**config.mk**
```make
export PLATFORM = sky130hd
export DESIGN_NAME = tcce_ctrl
export DESIGN_NICKNAME = d
export VERILOG_FILES = /design/src/design/tcce_pkg.sv /design/src/design/tcce_ctrl.sv
export SDC_FILE = /design/constraint.sdc
export NUM_CORES = 1
export LEC_CHECK = 0
export BUFFER_PORTS_ARGS = -buffer_cell sky130_fd_sc_hd__buf_2
export CAP_MARGIN = 20
export CORE_ASPECT_RATIO = 0.5
export CORE_MARGIN = 2
export CORE_UTILIZATION = 32
export CTS_CLUSTER_SIZE = 14
export DETAILED_ROUTE_END_ITERATION = 7
export HOLD_SLACK_MARGIN = 0.1
export SYNTH_ARGS = -nofsm -noshare
export SYNTH_HDL_FRONTEND = slang
export SYNTH_SLANG_ARGS = --single-unit
export TNS_END_PERCENT = 30
```
**constraint.sdc**
```tcl
create_clock -name clk -period 5.7 [get_ports clk]
set_input_delay 0.855 -clock clk [delete_from_list [all_inputs] [get_ports clk]]
set_output_delay 0.855 -clock clk [all_outputs]
set_load 0.02 [all_outputs]
```
**src/design/tcce_pkg.sv**
```systemverilog
`timescale 1ns / 1ps
// ----------------------------------------------------------------------------
// tcce_pkg
// Shared types and constants of the text console character engine.
// ----------------------------------------------------------------------------
package tcce_pkg;

  localparam int CELL_W  = 16;
  localparam int CHAR_W  = 8;
  localparam int ATTR_W  = 8;
  localparam int OROW_W  = 5;
  localparam int OCOL_W  = 7;
  localparam int CFG_IDX_W = 2;
  localparam int CFG_DAT_W = 4;

  // character codes
  localparam logic [CHAR_W-1:0] CH_PRINT_LO = 8'd32;
  localparam logic [CHAR_W-1:0] CH_PRINT_HI = 8'd126;
  localparam logic [CHAR_W-1:0] CH_BS       = 8'd8;
  localparam logic [CHAR_W-1:0] CH_TAB      = 8'd9;
  localparam logic [CHAR_W-1:0] CH_LF       = 8'd10;
  localparam logic [CHAR_W-1:0] CH_FF       = 8'd12;
  localparam logic [CHAR_W-1:0] CH_CR       = 8'd13;

  localparam int TAB_STOP = 8;

  // configuration register indexes
  localparam logic [CFG_IDX_W-1:0] CFG_BLINK = 2'd0;
  localparam logic [CFG_IDX_W-1:0] CFG_BACK  = 2'd1;
  localparam logic [CFG_IDX_W-1:0] CFG_FORE  = 2'd2;

  localparam logic OP_PUT  = 1'b0;
  localparam logic OP_READ = 1'b1;

  typedef struct packed {
    logic              op;
    logic [CHAR_W-1:0] ch;
    logic [4:0]        read_row;
    logic [6:0]        read_col;
  } in_item_t;

  typedef struct packed {
    logic [OROW_W-1:0] cursor_row;
    logic [OCOL_W-1:0] cursor_col;
    logic [CELL_W-1:0] cell_data;
    logic              scrolled;
  } res_item_t;

  typedef enum logic [3:0] {
    ST_IDLE   = 4'b0001,
    ST_RDWAIT = 4'b0010,
    ST_CLEAR  = 4'b0100,
    ST_FINISH = 4'b1000
  } ctrl_state_t;

endpackage

```
**src/design/tcce_ctrl.sv**
```systemverilog
`timescale 1ns / 1ps
// ----------------------------------------------------------------------------
// tcce_ctrl
// Cursor, scroll offset and command sequencer; drives the screen store,
// sweeping zero writes for clears.
// ----------------------------------------------------------------------------
module tcce_ctrl #(
  parameter int ROWS = 25,
  parameter int COLS = 80
) (
  input  logic                                clk,
  input  logic                                rst_n,
  input  logic                                in_valid,
  output logic                                in_ready,
  input  tcce_pkg::in_item_t                  in_item,
  input  logic [tcce_pkg::ATTR_W-1:0]         attr,
  output logic                                res_valid,
  input  logic                                res_ready,
  output tcce_pkg::res_item_t                 res,
  output logic                                mem_we,
  output logic [$clog2(ROWS*COLS)-1:0]        mem_waddr,
  output logic [tcce_pkg::CELL_W-1:0]         mem_wdata,
  output logic                                mem_re,
  output logic [$clog2(ROWS*COLS)-1:0]        mem_raddr,
  input  logic [tcce_pkg::CELL_W-1:0]         mem_rdata
);
  import tcce_pkg::*;

  localparam int TOTAL  = ROWS * COLS;
  localparam int ADDR_W = $clog2(TOTAL);
  localparam int ROW_W  = $clog2(ROWS);
  localparam int COL_W  = $clog2(COLS);
  localparam int RS_W   = ((ROW_W > 5) ? ROW_W : 5) + 1;

  ctrl_state_t       state_r, state_nxt;
  logic [ROW_W-1:0]  line_r, line_nxt;
  logic [COL_W-1:0]  col_r, col_nxt;
  logic [ROW_W-1:0]  top_r, top_nxt;     // physical row shown as line 0
  logic [ADDR_W-1:0] swp_addr_r, swp_addr_nxt;
  logic [ADDR_W-1:0] swp_last_r, swp_last_nxt;
  logic              scr_pend_r, scr_pend_nxt;
  logic [ADDR_W-1:0] scr_base_r, scr_base_nxt;
  logic              give_res_r, give_res_nxt;
  logic [CELL_W-1:0] cell_r, cell_nxt;
  logic              scrolled_r, scrolled_nxt;

  logic [ROW_W:0]    cur_sum;
  logic [ROW_W-1:0]  cur_phys;
  logic [ADDR_W-1:0] cur_base, cur_addr;
  logic [RS_W-1:0]   rd_sum;
  logic [ADDR_W-1:0] rd_addr;
  logic              rd_in_range;
  logic [ROW_W-1:0]  top_inc;
  logic [ADDR_W-1:0] old_top_base;
  logic              nl_scroll;
  logic [ROW_W-1:0]  nl_line;
  logic [COL_W-1:0]  tab_or;
  logic [COL_W:0]    tab_stop;
  logic              tab_wrap;
  logic [COL_W-1:0]  tab_last;
  logic              printable;

  // logical to physical row: rows rotate on scroll
  always_comb begin
    cur_sum = {1'b0, line_r} + {1'b0, top_r};
    if (cur_sum >= (ROW_W+1)'(ROWS)) begin
      cur_sum = cur_sum - (ROW_W+1)'(ROWS);
    end
    cur_phys = cur_sum[ROW_W-1:0];
    cur_base = ADDR_W'(cur_phys) * ADDR_W'(COLS);
    cur_addr = cur_base + ADDR_W'(col_r);

    rd_in_range = (RS_W'(in_item.read_row) < RS_W'(ROWS)) &&
                  ({1'b0, in_item.read_col} < 8'(COLS));
    rd_sum = RS_W'(in_item.read_row) + RS_W'(top_r);
    if (rd_sum >= RS_W'(ROWS)) begin
      rd_sum = rd_sum - RS_W'(ROWS);
    end
    rd_addr = ADDR_W'(rd_sum) * ADDR_W'(COLS) + ADDR_W'(in_item.read_col);

    top_inc      = (top_r == ROW_W'(ROWS-1)) ? '0 : top_r + ROW_W'(1);
    old_top_base = ADDR_W'(top_r) * ADDR_W'(COLS);

    nl_scroll = (line_r == ROW_W'(ROWS-1));
    nl_line   = nl_scroll ? line_r : line_r + ROW_W'(1);

    tab_or   = col_r | COL_W'(TAB_STOP-1);
    tab_stop = {1'b0, tab_or} + (COL_W+1)'(1);
    tab_wrap = (tab_stop >= (COL_W+1)'(COLS));
    tab_last = tab_wrap ? COL_W'(COLS-1) : tab_or;

    printable = (in_item.ch >= CH_PRINT_LO) && (in_item.ch <= CH_PRINT_HI);
  end

  always_comb begin
    state_nxt    = state_r;
    line_nxt     = line_r;
    col_nxt      = col_r;
    top_nxt      = top_r;
    swp_addr_nxt = swp_addr_r;
    swp_last_nxt = swp_last_r;
    scr_pend_nxt = scr_pend_r;
    scr_base_nxt = scr_base_r;
    give_res_nxt = give_res_r;
    cell_nxt     = cell_r;
    scrolled_nxt = scrolled_r;
    mem_we       = 1'b0;
    mem_waddr    = cur_addr;
    mem_wdata    = '0;
    mem_re       = 1'b0;
    mem_raddr    = rd_addr;
    in_ready     = (state_r == ST_IDLE);
    res_valid    = 1'b0;

    unique case (state_r)
      ST_IDLE: begin
        if (in_valid) begin
          scrolled_nxt = 1'b0;
          cell_nxt     = '0;
          give_res_nxt = 1'b1;
          scr_pend_nxt = 1'b0;
          state_nxt    = ST_FINISH;
          priority if (in_item.op == OP_READ) begin
            if (rd_in_range) begin
              mem_re    = 1'b1;
              state_nxt = ST_RDWAIT;
            end
          end else if (printable) begin
            mem_we    = 1'b1;
            mem_wdata = {attr, in_item.ch};
            if (col_r == COL_W'(COLS-1)) begin
              col_nxt  = '0;
              line_nxt = nl_line;
              if (nl_scroll) begin
                scrolled_nxt = 1'b1;
                top_nxt      = top_inc;
                swp_addr_nxt = old_top_base;
                swp_last_nxt = old_top_base + ADDR_W'(COLS-1);
                state_nxt    = ST_CLEAR;
              end
            end else begin
              col_nxt = col_r + COL_W'(1);
            end
          end else if (in_item.ch == CH_BS) begin
            if (col_r != '0) begin
              col_nxt = col_r - COL_W'(1);
            end
          end else if (in_item.ch == CH_TAB || in_item.ch == CH_LF) begin
            swp_addr_nxt = cur_addr;
            state_nxt    = ST_CLEAR;
            if (in_item.ch == CH_LF || tab_wrap) begin
              swp_last_nxt = cur_base + ADDR_W'(COLS-1);
              col_nxt      = '0;
              line_nxt     = nl_line;
              if (nl_scroll) begin
                scrolled_nxt = 1'b1;
                scr_pend_nxt = 1'b1;
                scr_base_nxt = old_top_base;
                top_nxt      = top_inc;
              end
            end else begin
              swp_last_nxt = cur_base + ADDR_W'(tab_last);
              col_nxt      = tab_stop[COL_W-1:0];
            end
          end else if (in_item.ch == CH_FF) begin
            swp_addr_nxt = '0;
            swp_last_nxt = ADDR_W'(TOTAL-1);
            line_nxt     = '0;
            col_nxt      = '0;
            state_nxt    = ST_CLEAR;
          end else if (in_item.ch == CH_CR) begin
            col_nxt = '0;
          end else begin
            // other control bytes leave everything as it is
          end
        end
      end
      ST_RDWAIT: begin
        cell_nxt  = mem_rdata;
        state_nxt = ST_FINISH;
      end
      ST_CLEAR: begin
        mem_we    = 1'b1;
        mem_waddr = swp_addr_r;
        if (swp_addr_r == swp_last_r) begin
          if (scr_pend_r) begin
            // second run: the row that scrolled in at the bottom
            swp_addr_nxt = scr_base_r;
            swp_last_nxt = scr_base_r + ADDR_W'(COLS-1);
            scr_pend_nxt = 1'b0;
          end else begin
            state_nxt = give_res_r ? ST_FINISH : ST_IDLE;
          end
        end else begin
          swp_addr_nxt = swp_addr_r + ADDR_W'(1);
        end
      end
      ST_FINISH: begin
        res_valid = 1'b1;
        if (res_ready) begin
          state_nxt = ST_IDLE;
        end
      end
      default: begin
        state_nxt = ST_IDLE;
      end
    endcase
  end

  always_ff @(posedge clk) begin
    if (!rst_n) begin
      state_r    <= ST_CLEAR;
      line_r     <= '0;
      col_r      <= '0;
      top_r      <= '0;
      swp_addr_r <= '0;
      swp_last_r <= ADDR_W'(TOTAL-1);
      scr_pend_r <= 1'b0;
      give_res_r <= 1'b0;
    end else begin
      state_r    <= state_nxt;
      line_r     <= line_nxt;
      col_r      <= col_nxt;
      top_r      <= top_nxt;
      swp_addr_r <= swp_addr_nxt;
      swp_last_r <= swp_last_nxt;
      scr_pend_r <= scr_pend_nxt;
      give_res_r <= give_res_nxt;
    end
  end

  always_ff @(posedge clk) begin
    scr_base_r <= scr_base_nxt;
    cell_r     <= cell_nxt;
    scrolled_r <= scrolled_nxt;
  end

  assign res.cursor_row = OROW_W'(line_r);
  assign res.cursor_col = OCOL_W'(col_r);
  assign res.cell_data  = cell_r;
  assign res.scrolled   = scrolled_r;

`ifndef SYNTHESIS
  a_cursor_bounds: assert property (@(posedge clk) disable iff (!rst_n)
    ((COL_W+1)'(col_r) < (COL_W+1)'(COLS)) && ((ROW_W+1)'(line_r) < (ROW_W+1)'(ROWS)))
    else $error("cursor outside screen");

  a_top_bounds: assert property (@(posedge clk) disable iff (!rst_n)
    (ROW_W+1)'(top_r) < (ROW_W+1)'(ROWS))
    else $error("scroll offset outside screen");

  a_rdwait_from_read: assert property (@(posedge clk) disable iff (!rst_n)
    (state_r == ST_RDWAIT) |-> $past(mem_re))
    else $error("read wait without a read issued");

  a_no_stray_write: assert property (@(posedge clk) disable iff (!rst_n)
    (mem_we && state_r != ST_CLEAR) |-> (in_valid && in_ready))
    else $error("store written outside a beat or clear");

  a_sweep_order: assert property (@(posedge clk) disable iff (!rst_n)
    (state_r == ST_CLEAR) |-> (swp_addr_r <= swp_last_r))
    else $error("clear sweep ran past its end");
`endif

endmodule

```
Word-level counts from Yosys, hierarchy flattened. Index checks and enable logic that the tools add are counted.

Bits in registers: 69. Input bits: 49. Output and inout bits: 71. Logic and storage cells: 178.

$add $sub $neg: 16. $mul: 3. $lt $le $gt $ge: 7. Equality and inequality tests: 28. Muxes and demuxes: 89. Bitwise operators: 3. Reductions and logical operators: 21.

Operators with widths (number): 11-bit two-way mux (22); 16-bit two-way mux (5); 5-bit two-way mux (15); 7-bit two-way mux (9); 4-bit two-way mux (13); 11-bit one-hot mux with 2 select lines (2); 8-bit by 4-bit == test with 1-bit output, second input constant (5); 11-bit by 7-bit adder with 11-bit output (3); 11-bit by 7-bit adder with 11-bit output, second input constant (3); 16-bit one-hot mux with 2 select lines (1); 1-bit two-way mux (18); 4-bit one-hot mux with 4 select lines (1); 8-bit AND reduction (2); 5-bit by 3-bit multiplier with 7-bit output, second input constant (2); 2-bit inequality test, second input constant (7); 7-bit AND reduction (2); 5-bit by 5-bit adder with 6-bit output (2); 6-bit by 5-bit greater-or-equal comparator with 1-bit output, second input constant (2); 11-bit by 1-bit adder with 11-bit output, second input constant (1); 11-bit == test (1); 5-bit by 1-bit adder with 5-bit output, second input constant (2); 5-bit == test, second input constant (2); 3-bit by 2-bit inequality test with 1-bit output, second input constant (3); 3-bit inequality test, second input constant (3); other kinds (32) (41).

Logic depth before layout (Yosys ltp).
Word-level depth: 12. Mapped depth: 21. Gate-level depth less buffers: 21.

Worst setup path after synthesis. Ideal clock, no wire load.

Path kind: register to output. Start point: reg line_r[0]. End point: out mem_waddr[10]. Data arrival time: 4495 ps. Data required time: 4845 ps. Setup slack: 350 ps. Cell stages (with the launch flop): 17. Buffers on the path: 0. Cells stage by stage: dfxtp_1 ha_1 inv_1 fa_1 ha_1 nor2b_1 nand2_1 a311oi_1 mux2i_1 xnor2_1 ha_1 fa_1 xnor2_1 xnor3_1 o2111ai_1 xor2_1 o21ai_0.

Word-level cells in the longest chain between the ends: 6. Elaborated cells between the ends (all ways): 7. Those cells by class: add/sub: 3; mul: 1; order compare: 1; mux: 2.

RTL lines: start, declared (RTL line tcce_ctrl.sv:36) `logic [ROW_W-1:0] line_r, line_nxt;`; start signal, assigned (RTL line tcce_ctrl.sv:222) `line_r <= line_nxt;`; 5-bit by 5-bit adder with 6-bit output * (RTL line tcce_ctrl.sv:65) `cur_sum = {1'b0, line_r} + {1'b0, top_r};`; 5-bit subtractor / 6-bit by 5-bit greater-or-equal comparator with 1-bit output (equally long branches) (RTL line tcce_ctrl.sv:67, tcce_ctrl.sv:66); 5-bit two-way mux * (RTL line tcce_ctrl.sv:66) `if (cur_sum >= (ROW_W+1)'(ROWS)) begin`; 5-bit by 3-bit multiplier with 7-bit output * (RTL line tcce_ctrl.sv:70) `cur_base = ADDR_W'(cur_phys) * ADDR_W'(COLS);`; 11-bit by 7-bit adder with 11-bit output * (RTL line tcce_ctrl.sv:71) `cur_addr = cur_base + ADDR_W'(col_r);`; 11-bit two-way mux * (RTL line tcce_ctrl.sv:115) `unique case (state_r)`; end, declared (RTL line tcce_ctrl.sv:21) `output logic [$clog2(ROWS*COLS)-1:0] mem_waddr,`.

Every way passes the cells marked *; elsewhere a longest branch is shown, timed or not.

Worst setup path in the final report.
Start point: in in_item[7] (netlist bit). End point: out mem_raddr[10].

Word-level cells in the longest chain between the ends: 5. Elaborated cells between the ends (all ways): 6. Those cells by class: add/sub: 3; mul: 1; order compare: 1; mux: 1.

RTL lines: start, declared (RTL line tcce_ctrl.sv:15) `input tcce_pkg::in_item_t in_item,`; 5-bit by 5-bit adder with 6-bit output * (RTL line tcce_ctrl.sv:75) `rd_sum = RS_W'(in_item.read_row) + RS_W'(top_r);`; 6-bit by 5-bit subtractor with 6-bit output / 6-bit by 5-bit greater-or-equal comparator with 1-bit output (equally long branches) (RTL line tcce_ctrl.sv:77, tcce_ctrl.sv:76); 6-bit two-way mux * (RTL line tcce_ctrl.sv:76) `if (rd_sum >= RS_W'(ROWS)) begin`; 6-bit by 3-bit multiplier with 7-bit output * (RTL line tcce_ctrl.sv:79) `rd_addr = ADDR_W'(rd_sum) * ADDR_W'(COLS) + ADDR_W'(in_item.read_col);`; 11-bit by 7-bit adder with 11-bit output * (RTL line tcce_ctrl.sv:79); end, declared (RTL line tcce_ctrl.sv:24) `output logic [$clog2(ROWS*COLS)-1:0] mem_raddr,`.

Marked as above.

==> impl_metrics.ini <==
[layout]
n_antenna_cell = 0
mostFrequentLayoutCell = buf_2
drive_above_1_share_pct = 20.60
final_nets = 911
fin_area_mm2 = 0.006965
final_cell_mix = buf_2 (109), nor2_1 (62), nand2_1 (53), ha_1 (53), o21ai_0 (44)
area_delta_synth_final_pct = 19.36
fill_cells = 1818

[pwr]
leakage_uw = 0.003164
finalPower_uw = 1606
ir_drop_uv = 133.9
pwr_density_cell_mw_per_mm2 = 230.6

[clock_network]
numClockSinks = 66
cts_inserted_buffers = 9
htreeDepth = 3
clk_latency_ns = 0.34
cts_tree = built
cts.clk_slew.worst_paths_ns = 0.06
clock_path_buffers = 2
cts-root-buf = clkbuf_16

[worst_setup_path]
crit_arrival_ns = 4.55
cp_slowest_cell = fa_1
cpLargestDelayFamily = adder cells
rr_startpoint = line_r[0]
worstPathCellList = buf_2, ha_1, inv_1, fa_1, inv_1, a21o_1, a21oi_1, xnor2_1, nand2_1, o21ai_2, inv_1, o21ai_0, o21ai_0, ha_1, ha_1, inv_1, fa_1, nor3_2, xnor2_1, xnor2_1, xnor2_1, buf_2
start_kind = primary input
crit_path_start = in_item[7]
crit_buf_inv = 6
cp_max_fo = 3
cpPeakStageDelay_ns = 0.46
crit_type = in2out
critPathRequiredTime_ns = 4.85
cp-end-kind = output pin

[logic_synthesis]
seq_area_frac_synth_pct = 26.76
syn_area_mm2 = 0.005836
yosysWarnings = 0
synthArstFlopShare_pct = 0
synth_cells = 701
synth_fp_nets = 811
synth-edff-count = 24
syn_avg_cell_area_um2 = 8.325
synthDistinctLibCells = 72
synth-seq-cells = 66
synth-main-ff-cell = dfxtp_1

[detailed_routing]
postRouteAntennaNets = 0
firstDrtPassIters = 5
vias = 5473
vias_per_cell = 5.263
remaining_drc_errors = 0
wl_per_cell_um = 15.20
drt-total-wl_um = 15810
drt_iter0_markers = 291

[grt]
grt_max_degree = 33
grt_antenna_before_repair = 0
grt_usage_pct = 16.47
grt-ovfl-total = 0
grt_pass1_wl_um = 26030
grt_pass1_vias = 5118

[timing]
tightest_slew_ns = 0.9672
period_minus_slack_ns = 5.405
report.final.hold_viol_count = 0
slew_headroom_pct = 35.52
setup_viol = 0
fin_worst_skew_ns = 0.009411
slew_viol_final = 0
hold_ws_ns = 0.4681
grt_setup_unrepaired = yes
max_freq_ghz = 0.1850
finalCritPeriodShare_pct = 94.83

[place]
placed_cell_area_mm2 = 0.006610
gp_congestion = 0.8736
port_buffers = 110
dp_hpwl_um = 11870

[floorplanning]
die_w_um = 195.0
io_pins = 120
start_util_pct = 33.13
fp-row-count = 34
die_y_um = 99.49
dieArea_mm2 = 0.01940
core_area_mm2 = 0.01761

[min_path]
hold_class = reg2reg
min-delay-start = swp_last_r[5]

[run_status]
status = finished clean

[flow_run]
maxCapViolCount = 0
-- stage by stage --
stage	std cells	setup slack (ns)	TNS, ns	util [%]
final	1040	0.2946	0	39.55
after CTS	1039	0.06969	0	39.27
after global routing	1040	-0.03213	-0.03213	39.55
after detailed placement	1023	0.2167	0	37.53
after floorplan	701	0.3503	0	-
after global placement	1022	0.2825	0	37.49
-- worst reg2reg max path, cell delays in order, from the launching register on --
cell,delay [ns]
dfxtp_2,0.38
ha_1,0.18
inv_1,0.06
fa_2,0.56
ha_1,0.18
nor2b_1,0.19
nand2_1,0.07
a311oi_1,0.23
buf_4,0.17
mux2i_1,0.30
xnor2_1,0.12
ha_1,0.23
fa_1,0.38
xnor2_1,0.17
xnor3_1,0.30
buf_4,0.18
xor2_1,0.16
a221oi_1,0.44
a211oi_1,0.12
o21ai_1,0.16
-- layout make-up --
type / count / area, µm² / share of cell area (%)
Clock inverter: 7 / 81.33 / 1.168
Timing Repair Buffer: 128 / 691.9 / 9.934
Sequential cell: 66 / 1564 / 22.45
Tap cell: 234 / 292.8 / 4.203
Multi-Input combinational cell: 559 / 3971 / 57.01
Clock buffer: 9 / 225.2 / 3.233
Inverter: 37 / 138.9 / 1.994
-- logic make-up (layout without fill, tap and decap cells) --
family | after synthesis | count (layout) | share of synthesized area [%]
compound gates | 177 | 177 | 19.68
fa+ha+maj | 62 | 62 | 14.28
flops | 66 | 66 | 26.76
other cells | 1 | 1 | 0.06426
simple gates | 249 | 249 | 22.32
mux | 9 | 9 | 1.544
xor+xnor | 61 | 61 | 9.391
buf+inv | 76 | 181 | 5.960
-- final timing paths --
kind / to / slack (ns) / depth (start not counted)
max reg2reg: swp_last_r[9] / 1.06 / 19
min: swp_last_r[5] / 0.47 / 2
max: mem_raddr[10] / 0.29 / 22
min reg2reg: swp_last_r[5] / 0.47 / 2
-- Yosys cell counts (3+ instances only) --
| cell type | number | share of area (%) |
|---|---|---|
| a311oi_1 | 3 | 0.45 |
| nand4_1 | 7 | 0.75 |
| nor3b_1 | 4 | 0.51 |
| o21ai_1 | 3 | 0.26 |
| a221oi_1 | 4 | 0.60 |
| inv_1 | 36 | 2.3 |
| a41o_1 | 3 | 0.51 |
| or3_1 | 7 | 0.75 |
| buf_2 | 4 | 0.34 |
| buf_6 | 4 | 0.77 |
| o21ai_0 | 48 | 4.1 |
| nand3b_1 | 3 | 0.39 |
| mux2i_1 | 9 | 1.5 |
| a211o_1 | 4 | 0.60 |
| fa_1 | 8 | 2.7 |
| a21oi_1 | 42 | 3.6 |
| ha_1 | 53 | 11 |
| nand2b_1 | 4 | 0.43 |
| nand2_1 | 53 | 3.4 |
| a22oi_1 | 7 | 0.90 |
| nor2b_1 | 14 | 1.5 |
| a21o_1 | 12 | 1.5 |
| o21a_1 | 5 | 0.64 |
| xnor2_1 | 34 | 5.1 |
| buf_4 | 7 | 0.90 |
| nor3_1 | 7 | 0.60 |
| o31ai_1 | 4 | 0.51 |
| and2_1 | 36 | 3.9 |
| and3_1 | 7 | 0.75 |
| clkbuf_1 | 23 | 1.5 |
| nor4b_1 | 4 | 0.60 |
| o21bai_1 | 3 | 0.39 |
| xor2_1 | 26 | 3.9 |
| nor4_1 | 5 | 0.54 |
| edfxtp_1 | 24 | 12 |
| a31oi_1 | 6 | 0.64 |
| a211oi_1 | 12 | 1.5 |
| nand3_1 | 22 | 1.9 |
| dfxtp_1 | 42 | 14 |
| nor2_1 | 62 | 4.0 |
-- registers in the layout (all words and copies together), names as in the netlist --
name and count:
top_r 5, give_res_r 1, scr_pend_r 1, swp_last_r 8, swp_addr_r 11, col_r 7, state_r 4, cell_r 16
scr_base_r 7, scrolled_r 1, line_r 5
-- what timing repair did --
action,4_1_cts,5_1_grt
buffers inserted,0,1
hold buffers,0,0
gates resized for setup,0,14
endpoints found under the setup margin,0,3
-- where the power goes --
group	internal, µW	switching, µW	total, µW
Clock	346	245	591
Combinational	178	274	452
Sequential	514	48.6	563
-- routing by layer --
layer | global-route usage (%) | up-vias | wire (µm)
li1 | - | 2703 | -
met1 | 22.32 | 2567 | 7466
met2 | 26.35 | 176 | 6964
met3 | 3.730 | 27 | 1046
met4 | 4.874 | 0 | 330
met5 | 0 | - | 0
Note: power is estimated with default switching activity, not from simulation.
